--- src/design/dsf_delay.sv ---
// dsf_delay: enabled shift line that carries a valid bit and side data
// depends on nothing
module dsf_delay #(
   parameter int W = 8,
   parameter int D = 4
) (
   input  logic         clock,
   input  logic         reset,
   input  logic         en,
   input  logic         in_valid,
   input  logic [W-1:0] in_data,
   output logic         out_valid,
   output logic [W-1:0] out_data
);

   logic         valid_ff [D];
   logic [W-1:0] data_ff  [D];

   // valid chain
   always_ff @(posedge clock) begin
      if (reset) begin
         for (int i = 0; i < D; i++) valid_ff[i] <= 1'b0;
      end else if (en) begin
         valid_ff[0] <= in_valid;
         for (int i = 1; i < D; i++) valid_ff[i] <= valid_ff[i-1];
      end
   end

   // data chain
   always_ff @(posedge clock) begin
      if (en) begin
         data_ff[0] <= in_data;
         for (int i = 1; i < D; i++) data_ff[i] <= data_ff[i-1];
      end
   end

   assign out_valid = valid_ff[D-1];
   assign out_data  = data_ff[D-1];

endmodule

--- config.mk ---
export PLATFORM = sky130hd
export DESIGN_NAME = dsf_delay
export DESIGN_NICKNAME = d
export VERILOG_FILES = /design/src/design/dsf_delay.sv
export SDC_FILE = /design/constraint.sdc
export NUM_CORES = 1
export LEC_CHECK = 0
export ABC_AREA = 1
export BUFFER_PORTS_ARGS = -buffer_cell sky130_fd_sc_hd__buf_2
export CAP_MARGIN = 20
export CORE_UTILIZATION = 55
export CTS_CLUSTER_DIAMETER = 30
export DETAILED_ROUTE_END_ITERATION = 10
export GPL_ROUTABILITY_DRIVEN = 0
export PLACE_DENSITY = 0.79
export SETUP_SLACK_MARGIN = 0.05
export SYNTH_ARGS = -nofsm -noshare
export SYNTH_HDL_FRONTEND = slang
export SYNTH_SLANG_ARGS = --single-unit
--- constraint.sdc ---
create_clock -name clock -period 1.13 [get_ports clock]
set_input_delay 0.113 -clock clock [delete_from_list [all_inputs] [get_ports clock]]
set_output_delay 0.113 -clock clock [all_outputs]
set_load 0.005 [all_outputs]
### Word-level counts from Yosys, hierarchy flattened

Memory sizes are Yosys's and may differ from the RTL's.
Cells that the tools add are included.

* register bits after elaboration: 0
* memory bits (writable): 36
* output and inout bits: 9
* logic and storage cells: 16
* memories kept: 2

Memories
* data_ff: words 4, bits a word 8, read ports 4, clocked after Yosys merged registers in 0, write ports 4, line 17 `logic [W-1:0] data_ff [D];`
* valid_ff: words 4, bits a word 1, read ports 4, clocked after Yosys merged registers in 0, write ports 4, line 16 `logic valid_ff [D];`

* mux-type cells: 10
* bitwise gates (word level): 4

Operators with widths (number)
* $mux W1: 10
* $or A1 B1 Y1: 4

### Longest topological paths before layout

* word-level depth: 4
* mapped depth: 3
* mapped depth without buffers: 3

### Worst setup path before layout

Ideal clock, no wire load.

* path kind: reg-to-reg
* from: memory valid_ff[0][0]
* to: memory valid_ff[1][0], in the netlist valid_ff[0][1], data pin
* library setup time: 0.254 ns
* arrival: 0.415 ns
* data required time: 0.876 ns
* path slack: 0.461 ns
* cell stages (with the launch flop): 3
* cells stage by stage: edfxtp_1 -> inv_1 -> nor2_1

RTL lines (line)
* from (decl): 16

==> impl_metrics.csv <==
group,metric,value,unit
detailed_routing,wl_per_cell,11.7,µm
worst_setup_path,arrival,0.82,ns
floorplan,fp.dieH,47.2,µm
grt,antenna_found_initial,0,
final_layout,fillers,111,
final_layout,areaGrowthSynthToFinish,24.7,%
power,finalPower,2290,µW
grt,grt_max_degree,25,
grt,grt_usage,13.3,%
final_layout,finalInstanceArea,1400,µm²
cts,cts_tree,"built",
timing,period_share,82.9,%
outcome,outcome,"completed",
detailed_routing,drt-total-wl,1.29,mm
timing,max-slew-margin-rel,80.8,%
grt,grt_pass1_vias,416,
synthesis,syn_area_per_cell,23.9,µm²
worst_setup_path,path_max_fanout,1,
detailed_routing,drc,0,
worst_hold_path,min_from,"in_valid",
cts,cts_sinks,36,
timing,fin_setup_tns,0,ns
place,place.detailed.hpwl,688,µm
detailed_routing,top_layer,"met4",
cts,clk_latency,0.32,ns
synthesis,yosys_warnings,0,
timing,finClkSkew,0.00848,ns
detailed_routing,wl_met3,84,µm
worst_setup_path,r2r-start,"valid_ff[0][1]",
timing,setup_viol,0,
final_layout,final_nets,96,
worst_setup_path,path_class,"register to output pin",
worst_setup_path,cp_cell_sequence,"buf_2",
worst_hold_path,hold_end,"valid_ff[0][0]",
cts,clk_pin_slew,0.10,ns
worst_setup_path,path_buf_inv,1,
synthesis,synthTopCellsByArea,"edfxtp_1, inv_1, nor2_1",
power,leakagePower,0.000542,µW
final_layout,layout-drive-gt1-share,34.1,%
detailed_routing,detail-route-antenna-nets,0,
worst_setup_path,r2r_end,"valid_ff[0][2]",
final_layout,diodes,0,
timing,fin_ws,0.194,ns
power,p_per_area,1630,nW/µm²
synthesis,yosysTopAreaCell,"edfxtp_1",
worst_hold_path,min_path_cells,3,
worst_setup_path,rr_worst_depth,2,
cts,cts_buffers,5,
power,peakVddDrop,1.38,mV
final_layout,stdcell_count,110,
synthesis,yosysSeqAreaShare,96.1,%
timing,fin_crit,0.936,ns
floorplan,fp.dieArea,2230,µm²
detailed_routing,vias,499,
cts,root_buffer,"clkbuf_4",
job,maxCapViolations,0,
final_layout,final_cell_mix,"edfxtp_1, buf_2, dlygate4sd3_1",
grt,grt_overflow,0,
detailed_routing,drtIter0Drc,10,
synthesis,synth-seq-cells,36,
timing,max_freq,1.07,GHz
cts,cts-htree-levels,2,
cts,cts_buffer_depth,2,
synthesis,synth.net_count,59,
worst_setup_path,cp_slowest_stage_delay,0.37,ns
timing,rsz0062_at_grt,"false",
place,place_inst,94,
detailed_routing,dr.pass1.iters,4,
detailed_routing,wl_met1,493,µm
detailed_routing,met2_length,687,µm
place,portBuffers,20,
floorplan,io_pins,21,
detailed_routing,via_per_inst,4.54,
floorplan,fp-row-count,15,
timing,hold_viol,0,
worst_setup_path,cp_slowest_cell,"edfxtp_1",
worst_hold_path,hp-class,"input port to register",
worst_setup_path,worstPathRequired,1.02,ns
synthesis,synth_top_area_share,96.1,%
place,place_ws,0.272,ns
grt,grt_pass1_wl,1.80,mm
worst_setup_path,reg2reg_slack,0.39,ns
floorplan,core_area,1820,µm²
worst_setup_path,end_kind,"output pin",
worst_setup_path,cp_top_family,"flip-flops",
timing,drv_slew,0,
cts,cts.repair.resized,0,
final_layout,mostFrequentLayoutCell,"edfxtp_1",
floorplan,die_w,47.2,µm
worst_setup_path,crit_path_start_kind,"register",
floorplan,initial_core_util,61.8,%
synthesis,synthesis.area,1120,µm²
synthesis,postSynthCellCount,47,
synthesis,synth_cell_type_count,5,
place,placed_cell_area,1270,µm²
timing,worstMarginPinSlew,0.288,ns
## timing repair
item,4_1_cts,5_1_grt
hold buffers,8,0
hold endpoints to repair,8,0
buffers inserted,0,0
setup endpoints to repair,0,0
## metal layers
layer	track usage, %	vias up
li1	-	248
met1	13.9	224
met2	21.9	23
met3	8.08	4
met4	5.14	0
met5	0	-
## cell type report
class	instances	area, µm²	share of cell area [%]
Multi-Input combinational cell	6	25.0	1.78
Inverter	5	18.8	1.34
Timing Repair Buffer	30	195	13.9
Clock buffer	5	37.5	2.68
Clock inverter	3	13.8	0.981
Sequential cell	36	1080	77.1
Tap cell	25	31.3	2.23
## state kept, by name (all words and copies together), names as in the netlist
name      cells
valid_ff      4
data_ff      32
## Yosys cell counts
cell and instances:
edfxtp_1 36, inv_1 5, nand2_1 1, nor2_1 4, or2_1 1
## how the worst max path moves through the flow
stage                               from             end  slack [ns]  cells after the start
after detailed placement              en   data_ff[2][1]        0.27                      2
final                      data_ff[3][4]     out_data[4]        0.19                      1
after global routing       data_ff[3][4]     out_data[4]        0.12                      1
after global placement                en   data_ff[3][6]        0.30                      2
after CTS                  data_ff[3][4]     out_data[4]        0.17                      1
after floorplan           valid_ff[0][0]  valid_ff[0][1]        0.46                      2
## report_power, final
group | total, µW | switching, µW | internal [µW]
clock network | 603 | 375 | 228
registers | 1590 | 18.7 | 1570
logic | 99.4 | 48.6 | 50.8
## stage by stage
step / hold slack, ns / util, %
6_report: 0.110 / 77.0
4_1_cts: 0.0925 / 77.0
5_1_grt: 0.0929 / 77.0
2_1_floorplan: 0.212 / -
3_5_place_dp: 0.291 / 69.8
3_3_place_gp: 0.289 / 69.8
## cells by family after synthesis
group / synth area share (%)
buf+inv: 1.67
flops: 96.1
simple gates: 2.22
No activity file was read; power rests on OpenSTA's default activity.
